[config.mk]
export PLATFORM = sky130hd
export DESIGN_NAME = planar_odometry_integrator_core_flat
export DESIGN_NICKNAME = d
export VERILOG_FILES = /design/src/hw/rtl/poi_pkg.sv /design/src/hw/rtl/poi_if.sv /design/src/hw/rtl/planar_odometry_integrator_core.sv /design/src/hw/rtl/poi_serial_mul.sv /design/src/hw/rtl/poi_cordic.sv /design/src/flat_wrapper.sv
export VERILOG_INCLUDE_DIRS = /design/src /design/src/hw/rtl
export SDC_FILE = /design/constraint.sdc
export NUM_CORES = 2
export LEC_CHECK = 0
export BUFFER_PORTS_ARGS = -buffer_cell sky130_fd_sc_hd__buf_2
export CAP_MARGIN = 20
export CELL_PAD_IN_SITES_DETAIL_PLACEMENT = 1
export CELL_PAD_IN_SITES_GLOBAL_PLACEMENT = 2
export CORE_MARGIN = 10
export CORE_UTILIZATION = 36
export CTS_CLUSTER_SIZE = 14
export DETAILED_ROUTE_END_ITERATION = 12
export PLACE_DENSITY = 0.76
export RECOVER_POWER = 25
export SKIP_CTS_REPAIR_TIMING = 1
export SYNTH_ARGS = -nofsm -noshare
export SYNTH_HDL_FRONTEND = slang
export SYNTH_SLANG_ARGS = --single-unit
[constraint.sdc]
create_clock -name clk -period 6.65 [get_ports clk]
set_clock_uncertainty 0.1 [all_clocks]
set_input_delay 0.665 -clock clk [delete_from_list [all_inputs] [get_ports clk]]
set_output_delay 0.665 -clock clk [all_outputs]
set_load 0.1 [all_outputs]
[src/hw/rtl/planar_odometry_integrator_core_assert.svh]
// Assertion macros for the odometry integrator core
`ifndef PLANAR_ODOMETRY_INTEGRATOR_CORE_ASSERT_SVH
`define PLANAR_ODOMETRY_INTEGRATOR_CORE_ASSERT_SVH
`ifndef NO_ASSERTIONS
`define POI_ASSERT_IMP(label, clk, rst_n, a, c) \
    label: assert property (@(posedge clk) disable iff (!rst_n) (a) |-> (c)) \
        else $error("assertion failed");
`define POI_ASSERT_NXT(label, clk, rst_n, a, c) \
    label: assert property (@(posedge clk) disable iff (!rst_n) (a) |=> (c)) \
        else $error("assertion failed");
`else
`define POI_ASSERT_IMP(label, clk, rst_n, a, c)
`define POI_ASSERT_NXT(label, clk, rst_n, a, c)
`endif
`endif

[src/hw/rtl/poi_pkg.sv]
`timescale 1ns / 1ps
// ----------------------------------------------------------------------------
// poi_pkg
// Shared types and constants of the odometry integrator.
// ----------------------------------------------------------------------------
package poi_pkg;
    localparam int CordicStages = 16;
    localparam int CntW = 6;
    localparam logic [0:0] OP_CMD  = 1'b0;
    localparam logic [0:0] OP_TICK = 1'b1;
    localparam logic [0:0] REG_GAIN = 1'b0;
    localparam logic [0:0] REG_DT   = 1'b1;
    localparam logic signed [15:0] PI_Q13 = 16'sd25736;
    localparam logic signed [17:0] TWO_PI_Q13 = 18'sd51472;
    localparam logic signed [33:0] K_Q30 = 34'sd652032874;
    localparam logic signed [33:0] HALF_PI_Q30 = 34'sd1686629713;
    localparam logic signed [33:0] PI_Q30 = 34'sd3373259426;

    typedef struct packed {
        logic [0:0]         op;
        logic signed [15:0] target_linear;
        logic signed [15:0] target_angular;
    } in_item_t;

    typedef struct packed {
        logic signed [31:0] pos_x;
        logic signed [31:0] pos_y;
        logic signed [15:0] heading;
        logic signed [15:0] lin_speed;
        logic signed [15:0] ang_speed;
    } out_item_t;

    typedef enum logic [2:0] {
        ST_IDLE, ST_SMOOTH, ST_CORDIC, ST_MULX, ST_MULY, ST_HEAD, ST_OUT
    } state_t;

    typedef struct packed {
        logic start;
        logic busy;
    } unit_ctl_t;

    function automatic logic signed [33:0] atan_q30(input logic [4:0] i);
        unique case (i)
            5'd0:  atan_q30 = 34'sd843314857;
            5'd1:  atan_q30 = 34'sd497837829;
            5'd2:  atan_q30 = 34'sd263043837;
            5'd3:  atan_q30 = 34'sd133525159;
            5'd4:  atan_q30 = 34'sd67021687;
            5'd5:  atan_q30 = 34'sd33543516;
            5'd6:  atan_q30 = 34'sd16775851;
            5'd7:  atan_q30 = 34'sd8388437;
            5'd8:  atan_q30 = 34'sd4194283;
            5'd9:  atan_q30 = 34'sd2097149;
            5'd10: atan_q30 = 34'sd1048576;
            5'd11: atan_q30 = 34'sd524288;
            5'd12: atan_q30 = 34'sd262144;
            5'd13: atan_q30 = 34'sd131072;
            5'd14: atan_q30 = 34'sd65536;
            5'd15: atan_q30 = 34'sd32768;
            5'd16: atan_q30 = 34'sd16384;
            5'd17: atan_q30 = 34'sd8192;
            5'd18: atan_q30 = 34'sd4096;
            5'd19: atan_q30 = 34'sd2048;
            5'd20: atan_q30 = 34'sd1024;
            5'd21: atan_q30 = 34'sd512;
            5'd22: atan_q30 = 34'sd256;
            5'd23: atan_q30 = 34'sd128;
            default: atan_q30 = 34'sd0;
        endcase
    endfunction
endpackage

[src/hw/rtl/poi_if.sv]
`timescale 1ns / 1ps
// ----------------------------------------------------------------------------
// poi_if
// Valid/ready channel carrying one item per beat.
// ----------------------------------------------------------------------------
interface poi_in_if import poi_pkg::*; ();
    logic     valid;
    logic     ready;
    in_item_t data;
    modport source (output valid, output data, input ready);
    modport sink (input valid, input data, output ready);
endinterface

interface poi_out_if import poi_pkg::*; ();
    logic      valid;
    logic      ready;
    out_item_t data;
    modport source (output valid, output data, input ready);
    modport sink (input valid, input data, output ready);
endinterface

[src/hw/rtl/planar_odometry_integrator_core.sv]
`timescale 1ns / 1ps
// ----------------------------------------------------------------------------
// planar_odometry_integrator_core
// Dead-reckoning pose integrator with speed smoothing and CORDIC heading.
// ----------------------------------------------------------------------------
// Command beats are absorbed without a result; a tick runs seven serial multiplies
// (two smoothing, two per axis, one heading) and a CORDIC rotation, then loads
// the result register, which waits while an unread result is held; the next
// tick is taken once the core is back in idle.
// Reset clears pose, speeds and goals to zero, gain to 6554 and step to 655.
`include "planar_odometry_integrator_core_assert.svh"
module planar_odometry_integrator_core import poi_pkg::*; (
    input  logic        clk,
    input  logic        rst_n,
    poi_in_if.sink      in_ch,
    poi_out_if.source   out_ch,
    input  logic        cfg_we,
    input  logic [0:0]  cfg_index,
    input  logic [15:0] cfg_data
);
    state_t state_reg, state_next;
    logic [15:0] gain_reg, dt_reg;
    logic signed [15:0] goal_lin_reg, goal_ang_reg, cur_lin_reg, cur_ang_reg, yaw_reg;
    logic signed [31:0] px_reg, py_reg;
    logic [1:0] sub_reg;
    logic signed [33:0] cos_reg, sin_reg;
    logic out_valid_reg;
    out_item_t out_reg;

    unit_ctl_t mul_ctl, cor_ctl;
    logic signed [33:0] mcand, mplier;
    logic mul_done, cor_done;
    logic signed [67:0] product;
    logic signed [33:0] cos_w, sin_w;

    poi_serial_mul u_mul (.clk, .rst_n, .ctl_in(mul_ctl), .mcand, .mplier,
                          .done(mul_done), .product);
    poi_cordic u_cordic (.clk, .rst_n, .ctl_in(cor_ctl), .angle(yaw_reg),
                         .done(cor_done), .cos_out(cos_w), .sin_out(sin_w));

    logic accept;
    assign in_ch.ready = (state_reg == ST_IDLE);
    assign accept = in_ch.valid && in_ch.ready;

    // rounding helpers
    logic signed [67:0] rnd16, rnd42, rnd15;
    logic signed [16:0] dsum;
    logic signed [33:0] psum;
    logic signed [17:0] hsum;
    logic signed [17:0] hwrap;
    logic signed [15:0] sm_val;
    logic signed [31:0] ps_val;
    logic signed [15:0] hd_val;
    assign rnd16 = (product + 68'sd32768) >>> 16;
    assign rnd42 = (product + (68'sd1 <<< 41)) >>> 42;
    assign rnd15 = (product + 68'sd16384) >>> 15;
    logic signed [15:0] cur_sel;
    assign cur_sel = sub_reg[1] ? cur_ang_reg : cur_lin_reg;
    assign dsum = 17'(cur_sel) + 17'(rnd16);
    assign sm_val = (dsum > 17'sd32767) ? 16'sh7fff :
                    (dsum < -17'sd32768) ? 16'sh8000 : dsum[15:0];
    logic signed [31:0] p_sel;
    assign p_sel = (state_reg == ST_MULY) ? py_reg : px_reg;
    assign psum = 34'(p_sel) + 34'(rnd42);
    assign ps_val = (psum > 34'sd2147483647) ? 32'sh7fffffff :
                    (psum < -34'sd2147483648) ? 32'sh80000000 : psum[31:0];
    assign hsum = 18'(yaw_reg) + 18'(rnd15);

    // fold the heading back into [-pi, pi]; a full step may need two folds
    always_comb
    begin
        hwrap = hsum;
        if (hwrap > 18'(PI_Q13))
            hwrap = hwrap - TWO_PI_Q13;
        else if (hwrap < -18'(PI_Q13))
            hwrap = hwrap + TWO_PI_Q13;
        if (hwrap > 18'(PI_Q13))
            hwrap = hwrap - TWO_PI_Q13;
        else if (hwrap < -18'(PI_Q13))
            hwrap = hwrap + TWO_PI_Q13;
        hd_val = hwrap[15:0];
    end

    // multiplier operands per phase; sub_reg[1] picks the second multiply
    logic signed [33:0] trig_sel;
    assign trig_sel = (state_reg == ST_MULY) ? sin_reg : cos_reg;
    always_comb
    begin
        mcand  = '0;
        mplier = '0;
        unique case (state_reg)
            ST_SMOOTH:
            begin
                mcand  = 34'({1'b0, gain_reg});
                mplier = sub_reg[1] ? 34'(goal_ang_reg) - 34'(cur_ang_reg)
                                    : 34'(goal_lin_reg) - 34'(cur_lin_reg);
            end
            ST_MULX, ST_MULY:
            begin
                mcand  = sub_reg[1] ? 34'(product[33:0]) : 34'(cur_lin_reg);
                mplier = sub_reg[1] ? trig_sel : 34'({1'b0, dt_reg});
            end
            ST_HEAD:
            begin
                mcand  = 34'(cur_ang_reg);
                mplier = 34'({1'b0, dt_reg});
            end
            default: ;
        endcase
    end

    // next state: start a multiply on even sub steps, wait for it on odd ones
    logic mul_go, cor_go, out_load;
    always_comb
    begin
        state_next = state_reg;
        mul_go = 1'b0;
        cor_go = 1'b0;
        out_load = 1'b0;
        unique case (state_reg)
            ST_IDLE:
            begin
                if (accept && in_ch.data.op == OP_TICK)
                    state_next = ST_SMOOTH;
            end
            ST_SMOOTH:
            begin
                mul_go = !sub_reg[0];
                if (sub_reg == 2'd3 && mul_done)
                begin
                    state_next = ST_CORDIC;
                    cor_go = 1'b1;
                end
            end
            ST_CORDIC:
            begin
                if (cor_done)
                    state_next = ST_MULX;
            end
            ST_MULX:
            begin
                mul_go = !sub_reg[0];
                if (sub_reg == 2'd3 && mul_done)
                    state_next = ST_MULY;
            end
            ST_MULY:
            begin
                mul_go = !sub_reg[0];
                if (sub_reg == 2'd3 && mul_done)
                    state_next = ST_HEAD;
            end
            ST_HEAD:
            begin
                mul_go = !sub_reg[0];
                if (sub_reg == 2'd1 && mul_done)
                    state_next = ST_OUT;
            end
            ST_OUT:
            begin
                // hold until the result register is free
                if (!out_valid_reg || out_ch.ready)
                begin
                    out_load = 1'b1;
                    state_next = ST_IDLE;
                end
            end
            default: state_next = ST_IDLE;
        endcase
    end
    assign mul_ctl = '{start: mul_go, busy: state_reg != ST_IDLE};
    assign cor_ctl = '{start: cor_go, busy: state_reg == ST_CORDIC};

    // sequence control: sub_reg counts start/wait steps within each phase
    always_ff @(posedge clk or negedge rst_n)
    begin
        if (!rst_n)
        begin
            state_reg <= ST_IDLE;
            sub_reg <= '0;
            gain_reg <= 16'd6554;
            dt_reg <= 16'd655;
            goal_lin_reg <= '0;
            goal_ang_reg <= '0;
            cur_lin_reg <= '0;
            cur_ang_reg <= '0;
            px_reg <= '0;
            py_reg <= '0;
            yaw_reg <= '0;
            out_valid_reg <= 1'b0;
        end
        else
        begin
            state_reg <= state_next;
            if (cfg_we)
            begin
                if (cfg_index == REG_GAIN)
                    gain_reg <= cfg_data;
                else
                    dt_reg <= cfg_data;
            end
            if (accept && in_ch.data.op == OP_CMD)
            begin
                goal_lin_reg <= in_ch.data.target_linear;
                goal_ang_reg <= in_ch.data.target_angular;
            end
            if (state_next != state_reg)
                sub_reg <= '0;
            else if (mul_go || (sub_reg[0] && mul_done))
                sub_reg <= sub_reg + 2'd1;
            if (state_reg == ST_SMOOTH && mul_done)
            begin
                if (sub_reg[1])
                    cur_ang_reg <= sm_val;
                else
                    cur_lin_reg <= sm_val;
            end
            if (sub_reg == 2'd3 && mul_done)
            begin
                if (state_reg == ST_MULX)
                    px_reg <= ps_val;
                else if (state_reg == ST_MULY)
                    py_reg <= ps_val;
            end
            if (state_reg == ST_HEAD && mul_done)
                yaw_reg <= hd_val;
            if (out_load)
                out_valid_reg <= 1'b1;
            else if (out_ch.ready)
                out_valid_reg <= 1'b0;
        end
    end

    // capture CORDIC results and load the output register
    always_ff @(posedge clk)
    begin
        if (cor_done)
        begin
            cos_reg <= cos_w;
            sin_reg <= sin_w;
        end
        if (out_load)
        begin
            out_reg.pos_x <= px_reg;
            out_reg.pos_y <= py_reg;
            out_reg.heading <= yaw_reg;
            out_reg.lin_speed <= cur_lin_reg;
            out_reg.ang_speed <= cur_ang_reg;
        end
    end

    assign out_ch.valid = out_valid_reg;
    assign out_ch.data  = out_reg;

    `POI_ASSERT_IMP(a_ready_idle, clk, rst_n, in_ch.ready, state_reg == ST_IDLE)
    `POI_ASSERT_IMP(a_head_range, clk, rst_n, out_ch.valid,
        out_ch.data.heading <= PI_Q13 && out_ch.data.heading >= -PI_Q13)
    `POI_ASSERT_NXT(a_cmd_no_out, clk, rst_n,
        accept && in_ch.data.op == OP_CMD && !out_valid_reg, !out_ch.valid)
endmodule

[src/hw/rtl/poi_serial_mul.sv]
`timescale 1ns / 1ps
// ----------------------------------------------------------------------------
// poi_serial_mul
// Shift-and-add signed multiplier, one multiplier bit per cycle.
// ----------------------------------------------------------------------------
module poi_serial_mul import poi_pkg::*; (
    input  logic               clk,
    input  logic               rst_n,
    input  unit_ctl_t          ctl_in,
    input  logic signed [33:0] mcand,
    input  logic signed [33:0] mplier,
    output logic               done,
    output logic signed [67:0] product
);
    logic signed [67:0] acc_reg;
    logic signed [67:0] mc_reg;
    logic [33:0]        mp_reg;
    logic [CntW-1:0]    cnt_reg;
    logic               run_reg;
    logic               done_reg;

    // step one multiplier bit per cycle; top bit carries negative weight
    always_ff @(posedge clk or negedge rst_n)
    begin
        if (!rst_n)
        begin
            run_reg  <= 1'b0;
            done_reg <= 1'b0;
            cnt_reg  <= '0;
        end
        else
        begin
            done_reg <= 1'b0;
            if (ctl_in.start)
            begin
                run_reg <= 1'b1;
                cnt_reg <= '0;
            end
            else if (run_reg)
            begin
                cnt_reg <= cnt_reg + CntW'(1);
                if (cnt_reg == CntW'(33))
                begin
                    run_reg  <= 1'b0;
                    done_reg <= 1'b1;
                end
            end
        end
    end

    always_ff @(posedge clk)
    begin
        if (ctl_in.start)
        begin
            acc_reg <= '0;
            mc_reg  <= 68'(mcand);
            mp_reg  <= mplier;
        end
        else if (run_reg)
        begin
            if (mp_reg[0])
            begin
                if (cnt_reg == CntW'(33))
                    acc_reg <= acc_reg - mc_reg;
                else
                    acc_reg <= acc_reg + mc_reg;
            end
            mc_reg <= mc_reg <<< 1;
            mp_reg <= mp_reg >> 1;
        end
    end

    assign done    = done_reg;
    assign product = acc_reg;
endmodule

[src/hw/rtl/poi_cordic.sv]
`timescale 1ns / 1ps
// ----------------------------------------------------------------------------
// poi_cordic
// Iterative rotation-mode CORDIC, one micro-rotation per cycle.
// ----------------------------------------------------------------------------
module poi_cordic import poi_pkg::*; (
    input  logic               clk,
    input  logic               rst_n,
    input  unit_ctl_t          ctl_in,
    input  logic signed [15:0] angle,
    output logic               done,
    output logic signed [33:0] cos_out,
    output logic signed [33:0] sin_out
);
    logic signed [33:0] x_reg, y_reg, z_reg;
    logic               flip_reg;
    logic [4:0]         i_reg;
    logic               run_reg;
    logic               done_reg;
    logic signed [33:0] z0;

    assign z0 = 34'(angle) <<< 17;

    always_ff @(posedge clk or negedge rst_n)
    begin
        if (!rst_n)
        begin
            run_reg  <= 1'b0;
            done_reg <= 1'b0;
            i_reg    <= '0;
        end
        else
        begin
            done_reg <= 1'b0;
            if (ctl_in.start)
            begin
                run_reg <= 1'b1;
                i_reg   <= '0;
            end
            else if (run_reg)
            begin
                i_reg <= i_reg + 5'd1;
                if (i_reg == 5'(CordicStages - 1))
                begin
                    run_reg  <= 1'b0;
                    done_reg <= 1'b1;
                end
            end
        end
    end

    // fold into the right half plane, then rotate one stage per cycle
    always_ff @(posedge clk)
    begin
        if (ctl_in.start)
        begin
            x_reg <= K_Q30;
            y_reg <= '0;
            if (z0 > HALF_PI_Q30)
            begin
                z_reg    <= z0 - PI_Q30;
                flip_reg <= 1'b1;
            end
            else if (z0 < -HALF_PI_Q30)
            begin
                z_reg    <= z0 + PI_Q30;
                flip_reg <= 1'b1;
            end
            else
            begin
                z_reg    <= z0;
                flip_reg <= 1'b0;
            end
        end
        else if (run_reg)
        begin
            if (!z_reg[33])
            begin
                x_reg <= x_reg - (y_reg >>> i_reg);
                y_reg <= y_reg + (x_reg >>> i_reg);
                z_reg <= z_reg - atan_q30(i_reg);
            end
            else
            begin
                x_reg <= x_reg + (y_reg >>> i_reg);
                y_reg <= y_reg - (x_reg >>> i_reg);
                z_reg <= z_reg + atan_q30(i_reg);
            end
        end
    end

    assign done    = done_reg;
    assign cos_out = flip_reg ? -x_reg : x_reg;
    assign sin_out = flip_reg ? -y_reg : y_reg;
endmodule

[src/flat_wrapper.sv]
// flat-port wrapper written by rule: the top's interface ports become plain ports
module planar_odometry_integrator_core_flat import poi_pkg::*;
  (clk, rst_n, cfg_we, cfg_index, cfg_data, in_ch_valid, in_ch_data, in_ch_ready, out_ch_valid, out_ch_data, out_ch_ready);
  poi_in_if in_ch_i ();
  poi_out_if out_ch_i ();
  input  logic clk;
  input  logic rst_n;
  input  logic cfg_we;
  input  logic [0:0] cfg_index;
  input  logic [15:0] cfg_data;
  input wire logic [$bits(in_ch_i.valid)-1:0] in_ch_valid;
  input wire logic [$bits(in_ch_i.data)-1:0] in_ch_data;
  output wire logic [$bits(in_ch_i.ready)-1:0] in_ch_ready;
  output wire logic [$bits(out_ch_i.valid)-1:0] out_ch_valid;
  output wire logic [$bits(out_ch_i.data)-1:0] out_ch_data;
  input wire logic [$bits(out_ch_i.ready)-1:0] out_ch_ready;
  assign in_ch_i.valid = in_ch_valid;
  assign in_ch_i.data = in_ch_data;
  assign in_ch_ready = in_ch_i.ready;
  assign out_ch_valid = out_ch_i.valid;
  assign out_ch_data = out_ch_i.data;
  assign out_ch_i.ready = out_ch_ready;
  planar_odometry_integrator_core u_core (.clk(clk), .rst_n(rst_n), .in_ch(in_ch_i), .out_ch(out_ch_i), .cfg_we(cfg_we), .cfg_index(cfg_index), .cfg_data(cfg_data));
endmodule
## After elaboration in Yosys (flattened, before gate mapping)

Memory sizes are Yosys's and may differ from the RTL's.
Index checks and enable logic that the tools add are counted.

| storage, ports and cells | value |
|---|---|
| register bits after elaboration | 650 |
| bits in read-only memories | 1920 |
| input bits | 55 |
| output and inout port bits | 114 |
| logic and storage cells | 184 |
| memories | 2 |

| cells by class | value |
|---|---|
| add/subtract/negate cells | 27 |
| magnitude comparators | 10 |
| equal/unequal tests | 11 |
| shift-type cells | 2 |
| multiplexer cells | 70 |
| bitwise operators | 4 |
| reductions and logical operators | 26 |

Memory list:

| name | depth | bits a word | rd ports | clocked after Yosys merged registers in | wr ports | RTL line | source |
|---|---|---|---|---|---|---|---|
| (no name shown) | 32 | 30 | 1 | 0 | 0 | poi_pkg.sv:43 | `unique case (i)` |
| (no name shown) | 32 | 30 | 1 | 0 | 0 | poi_pkg.sv:43 |  |

Operators by type and width:

| cell | number |
|---|---|
| 34-bit 2-to-1 mux | 21 |
| 68-bit 2-to-1 mux | 3 |
| 34-bit case mux with 3 select lines | 2 |
| 34-bit adder | 3 |
| 34-bit subtractor | 3 |
| 32-bit 2-to-1 mux | 3 |
| 16-bit 2-to-1 mux | 5 |
| 68-bit by 43-bit adder with 68-bit output (second input constant) | 1 |
| 68-bit adder | 1 |
| 34-bit negator | 2 |
| 34-bit by 5-bit >>> shifter with 34-bit output | 2 |
| 68-bit subtractor | 1 |
| 18-bit by 16-bit greater-than comparator with 1-bit output (second input constant) | 2 |
| 18-bit by 16-bit less-than comparator with 1-bit output (second input constant) | 2 |
| 18-bit 2-to-1 mux | 2 |
| 33-bit by 33-bit adder with 34-bit output (second input constant) | 1 |
| 34-bit by 32-bit greater-than comparator with 1-bit output (second input constant) | 1 |
| 34-bit by 32-bit less-than comparator with 1-bit output (second input constant) | 1 |
| 16-bit by 16-bit subtractor with 17-bit output | 2 |
| 33-bit by 33-bit subtractor with 34-bit output (second input constant) | 1 |
| 32-bit by 26-bit adder with 33-bit output | 1 |
| 33-bit by 16-bit adder with 33-bit output (second input constant) | 1 |
| 33-bit by 17-bit adder with 33-bit output (second input constant) | 1 |
| 33-bit by 32-bit greater-than comparator with 1-bit output (second input constant) | 1 |
| 36 further kinds | 87 |

## Logic depth before layout (Yosys ltp)

| depth | value |
|---|---|
| depth after elaboration | 9 |
| gate-level depth with buffers | 33 |
| mapped depth without buffers | 29 |

## Cells and area by module

Synthesis repeated with hierarchy kept, for this count alone.

| second synthesis, totals | value |
|---|---|
| cells, all modules | 5935 |
| area total of the unflattened synthesis | 52535.4 um^2 |

Modules (own cells, without submodules):

| module | times used | cells each | area each (um^2) | seq. area each (um^2) |
|---|---|---|---|---|
| planar_odometry_integrator_core | 1 | 2210 | 21947.3 | 9975.8 |
| poi_cordic | 1 | 2320 | 18238.7 | 2587.5 |
| poi_serial_mul | 1 | 1405 | 12349.3 | 4624.4 |

## Least setup slack after synthesis

OpenSTA, ideal clock, no wires.

| timing | value |
|---|---|
| path kind | register to register |
| start | register u_core.u_cordic.i_reg[2] |
| end | register u_core.u_cordic.z_reg[30], data pin |
| setup time | 0.267 ns |
| data arrival time | 6.657 ns |
| data required time | 6.283 ns |
| path slack | -0.375 ns |
| cell stages (with the launch flop) | 28 |
| buffers on the path | 5 |
| clock period less this slack | 7.025 ns |
| path through | dfrtp_1 -> inv_1 -> buf_2 -> buf_2 -> buf_1 -> clkbuf_1 -> clkbuf_1 -> nor2_1 -> o31ai_1 -> ha_1 -> nand2_1 -> o21ai_0 -> fa_1 -> a21o_1 -> a21o_1 -> a2111oi_0 -> o221ai_1 -> o311a_1 -> o21ai_0 -> a21boi_0 -> nor4_1 -> a21oi_1 -> a211oi_1 -> nor3_1 -> or3_1 -> a21oi_1 -> o21a_1 -> o211ai_1 |

| between the ends | value |
|---|---|
| word-level cells in the longest chain between the ends | 8 |
| elaborated cells on any way between the ends | 13 |
| classes of those cells | add/sub (2); mux (9); memory (2) |

RTL lines:

| item | RTL line | source |
|---|---|---|
| start, declared | poi_cordic.sv:17 | `logic [4:0] i_reg;` |
| start signal, assigned | poi_cordic.sv:42 | `i_reg <= i_reg + 5'd1;` |
| memory read 32 x 30 bit | n/a |  |
| 34-bit 2-to-1 mux | poi_cordic.sv:77 | `if (!z_reg[33])` |
| 34-bit 2-to-1 mux | poi_cordic.sv:75 | `else if (run_reg)` |
| 34-bit 2-to-1 mux | poi_cordic.sv:55 | `if (ctl_in.start)` |
| 34-bit subtractor or 34-bit adder (tied branches) | poi_cordic.sv:81, poi_cordic.sv:87 |  |
| 34-bit 2-to-1 mux (*) | poi_cordic.sv:77 |  |
| 34-bit 2-to-1 mux (*) | poi_cordic.sv:75 |  |
| 34-bit 2-to-1 mux (*) | poi_cordic.sv:55 |  |
| end signal, assigned | poi_cordic.sv:61 | `z_reg <= z0 - PI_Q30;` |
| end signal, assigned | poi_cordic.sv:81 | `z_reg <= z_reg - atan_q30(i_reg);` |
| end signal, assigned | poi_cordic.sv:87 | `z_reg <= z_reg + atan_q30(i_reg);` |
| end, declared | poi_cordic.sv:15 | `logic signed [33:0] x_reg, y_reg, z_reg;` |

Every way passes the cells marked *; elsewhere a longest branch is shown, timed or not. The select of a mux whose other input is x is not followed.
A chain may end at the register's enable or synchronous reset.

## Worst setup path in the final report

| timing | value |
|---|---|
| start | register u_core.u_mul.mc_reg[15] |
| end | register u_core.u_mul.acc_reg[66], in the netlist u_core.u_mul.product[66] |

| between the ends | value |
|---|---|
| word-level cells in the longest chain between the ends | 2 |
| elaborated cells on any way between the ends | 3 |
| classes of those cells | add/sub (2); mux (1) |

RTL lines:

| item | RTL line | source |
|---|---|---|
| start, declared | poi_serial_mul.sv:16 | `logic signed [67:0] mc_reg;` |
| start signal, assigned | poi_serial_mul.sv:56 | `mc_reg <= 68'(mcand);` |
| start signal, assigned | poi_serial_mul.sv:68 | `mc_reg <= mc_reg <<< 1;` |
| 68-bit adder or 68-bit subtractor (tied branches) | poi_serial_mul.sv:66, poi_serial_mul.sv:64 |  |
| 68-bit 2-to-1 mux (*) | poi_serial_mul.sv:63 | `if (cnt_reg == CntW'(33))` |
| end signal, assigned | poi_serial_mul.sv:64 | `acc_reg <= acc_reg - mc_reg;` |
| end signal, assigned | poi_serial_mul.sv:66 | `acc_reg <= acc_reg + mc_reg;` |
| end, declared | poi_serial_mul.sv:15 | `logic signed [67:0] acc_reg;` |

Every way passes the cells marked *; elsewhere a longest branch is shown, timed or not.

==> run metrics <==
Die H 390 um; CTS Root Cell clkbuf_16; I/O Buffers 168; Reg power frac about a quarter; Fill cells 15900; antenna violations before repair 13; Fin Hold WS 0.103 ns; Final Critical Period 6.38 ns; Relative slew margins -187%; R2R depth 25; biggest area consumer among synthesized cells edfxtp_1; CP Class reg -> reg; Critical Path End Type register; Detail Route Antenna Nets 0; top cells by count, synth nand2_1 (795), a21oi_1 (519), nor2_1 (424); worst-path maximum fanout 5; WP data required around 7.1 ns; Hold Startpoint in_ch_data[16]; Starting Density 36.3%; Net Sw Power 11.4 mW; number of global-route vias before repair 44700; DP HPWL 135000 um; area delta synth->final 15.2%; worst ir drop on vdd 315 uV; endpoints failing setup 0; layout cells sized above 1 approximately 16%; average cell area after synthesis 8.85 um^2; top-count cell post-synth nand2_1; failing checks capacitance limit, slew limit; Rows 135; Core ar. about 140000 um^2; GPL Wtd Cong 0.918; CTS max path bufs 3; Mapped Area around 49000 um^2; part of the Yosys area used for sequential elements 34.9%; syn_nets 5923; global-route usage over all layers 22.7%; global-route wire length before repair 274000 um; multi-input logic area about 30000 um^2; number of flip-flops in the largest register 112; Critical Path Start u_core.u_mul.mc_reg[15]$_DFFE_PP_; top-area cell type share of the netlist area 19.3%; internal power 13.9 mW; Reg clk slew, reported paths 0.06 ns; critical path arrival about 6.8 ns; FF-to-FF Start u_core.u_mul.mc_reg[15]$_DFFE_PP_; period utilization 96.0%; final net count 6179; 1st-iter DRT viols 2743; CTS Buf Count 84; wire per inst 23.2 um; warnings from Yosys 0; share of flip-flops with an asynchronous set or reset 30.3%; Top FF cell, synth edfxtp_1; switching share of power about 45%; leak pwr approximately 24 nW; clk_lat worst skew 0.69 ns; share of the core filled with cells a little over two fifths; GR Overflow Total 0; number of flops mapped to enable cells by yosys roughly 320; crit start category register; Mapped Cells 5567; CTS tree yes; Slew Limit Fails 210; ranking of synthesized cells by area edfxtp_1 (19%), dfrtp_1 (9.4%), ha_1 (7.4%); WL final 178000 um; outcome finished with violations; library cells used by synthesis 101; Clock H-tree levels 3; Least-Margin Pin Slew 4.31 ns; Die X between 300 and 400 um; first-pass iteration count of the detailed router 5; full die area 152000 um^2; max-cap violations 4; vias per cell around 5.7; # clock sinks 650; clock network power share between 10% and 20%; PwrDens 446 nW/um^2; DRC 0; Min-Delay Path Depth 3; FF+latch count, synth between 600 and 700; Comb power frac a little under three fifths; f_max roughly 160 MHz; via count 43600; largest net degree at the start of global routing 95; Reg area 17200 um^2; I/O Pins 169; class of the most critical hold timing path in -> reg; Final Hold Vio Count 0
## worst max-delay path: stages (launching register included)
cell and delay (ns):
edfxtp_1 0.45, or3_4 0.44, or4_1 0.48, or3_4 0.39, nor2_2 0.16, nand2_2 0.14
o41ai_4 0.34, xor2_1 0.27, ha_1 0.33, a21o_1 0.20, a21oi_1 0.18, nor2_1 0.09
nor4b_2 0.26, buf_4 0.16, and4b_1 0.19, nand3_1 0.19, nand3b_1 0.19, a21oi_1 0.12
a221o_1 0.41, a21oi_2 0.18, nor3_1 0.08, a2111oi_1 0.41, buf_4 0.19, a21oi_1 0.06
xnor2_1 0.13, a21oi_1 0.08
## power groups by stage
stage / clock network, mW / registers (mW) / logic (mW)
after CTS: 4.79 / 6.18 / 14.1
after floorplan: 0 / 5.68 / 10.2
after global placement: 0 / 6.22 / 13.7
after detailed placement: 0 / 6.25 / 14.0
after global routing: 4.95 / 6.28 / 16.0
final: 4.68 / 6.22 / 14.4
## kinds of logic after synthesis
group / after synthesis / synth area share (%)
buffers and inverters: 496 / 3.90
AO/OA/AOI/OAI: 1522 / 19.1
flip-flops: 650 / 34.9
XOR/XNOR: 520 / 9.38
adder cells (fa/ha/maj): 301 / 7.79
multiplexers: 307 / 8.80
AND/OR/NAND/NOR: 1771 / 16.1
## path summary, 6_finish.rpt
check	endpoint	slack (ns)
hold reg to reg	u_core.u_mul.product[38]$_SDFFE_PP0P_	0.36
max in group asynchronous	u_core.yaw_reg[6]$_DFFE_PN0P_	1.12
setup reg to reg	u_core.u_mul.product[66]$_SDFFE_PP0P_	0.27
setup / recovery	u_core.u_mul.product[66]$_SDFFE_PP0P_	0.27
min in group asynchronous	u_core.py_reg[26]$_DFFE_PN0P_	1.90
hold / removal	u_core.goal_lin_reg[0]$_DFFE_PN0P_	0.10
## cells in the final DEF (no fill, tap or decap), types with 96 or more instances in the layout
cell / n
a21o_1: 109
a21oi_1: 510
buf_2: 165
buf_4: 273
dfrtp_1: 176
dfxtp_1: 136
edfxtp_1: 317
ha_1: 287
inv_1: 197
mux2_2: 134
nand2_1: 790
nand3_1: 96
nor2_1: 417
o21ai_0: 368
xnor2_1: 330
xor2_1: 177
## stage by stage
| stage | cell area (um^2) | TNS, ns | total power [mW] | instances | worst slack, ns |
|---|---|---|---|---|---|
| 6_report | 56700 | 0 | 25.3 | 7676 | 0.267 |
| 5_1_grt | 56700 | -0.120 | 27.2 | 7675 | -0.0421 |
| 4_1_cts | 56200 | -0.541 | 25.1 | 7656 | -0.170 |
| 3_5_place_dp | 53500 | -0.342 | 20.3 | 7500 | -0.140 |
| 3_3_place_gp | 53500 | -0.316 | 20.0 | 7500 | -0.0938 |
| 2_1_floorplan | 49200 | 0 | 15.8 | 5567 | 0.0325 |
## cell type report
class / count / area share, %
multi-input cells: 4421 / 53.8
inverters: 203 / 1.34
diodes: 2 / 0.00883
well taps: 1781 / 3.93
flip-flops and latches: 650 / 30.3
clock inverters: 40 / 0.808
clock buffers: 116 / 4.11
repair buffers: 463 / 5.65
## per-layer routing
| layer | up-vias | share of wire [%] | GRT usage [%] |
|---|---|---|---|
| li1 | 20600 | - | - |
| met1 | 21900 | 45 | 30.5 |
| met2 | 908 | 47 | 38.3 |
| met3 | 245 | 4.4 | 2.92 |
| met4 | 2 | 2.7 | 5.68 |
| met5 | - | 0.0073 | 0 |
No activity file was read; power rests on OpenSTA's default activity.
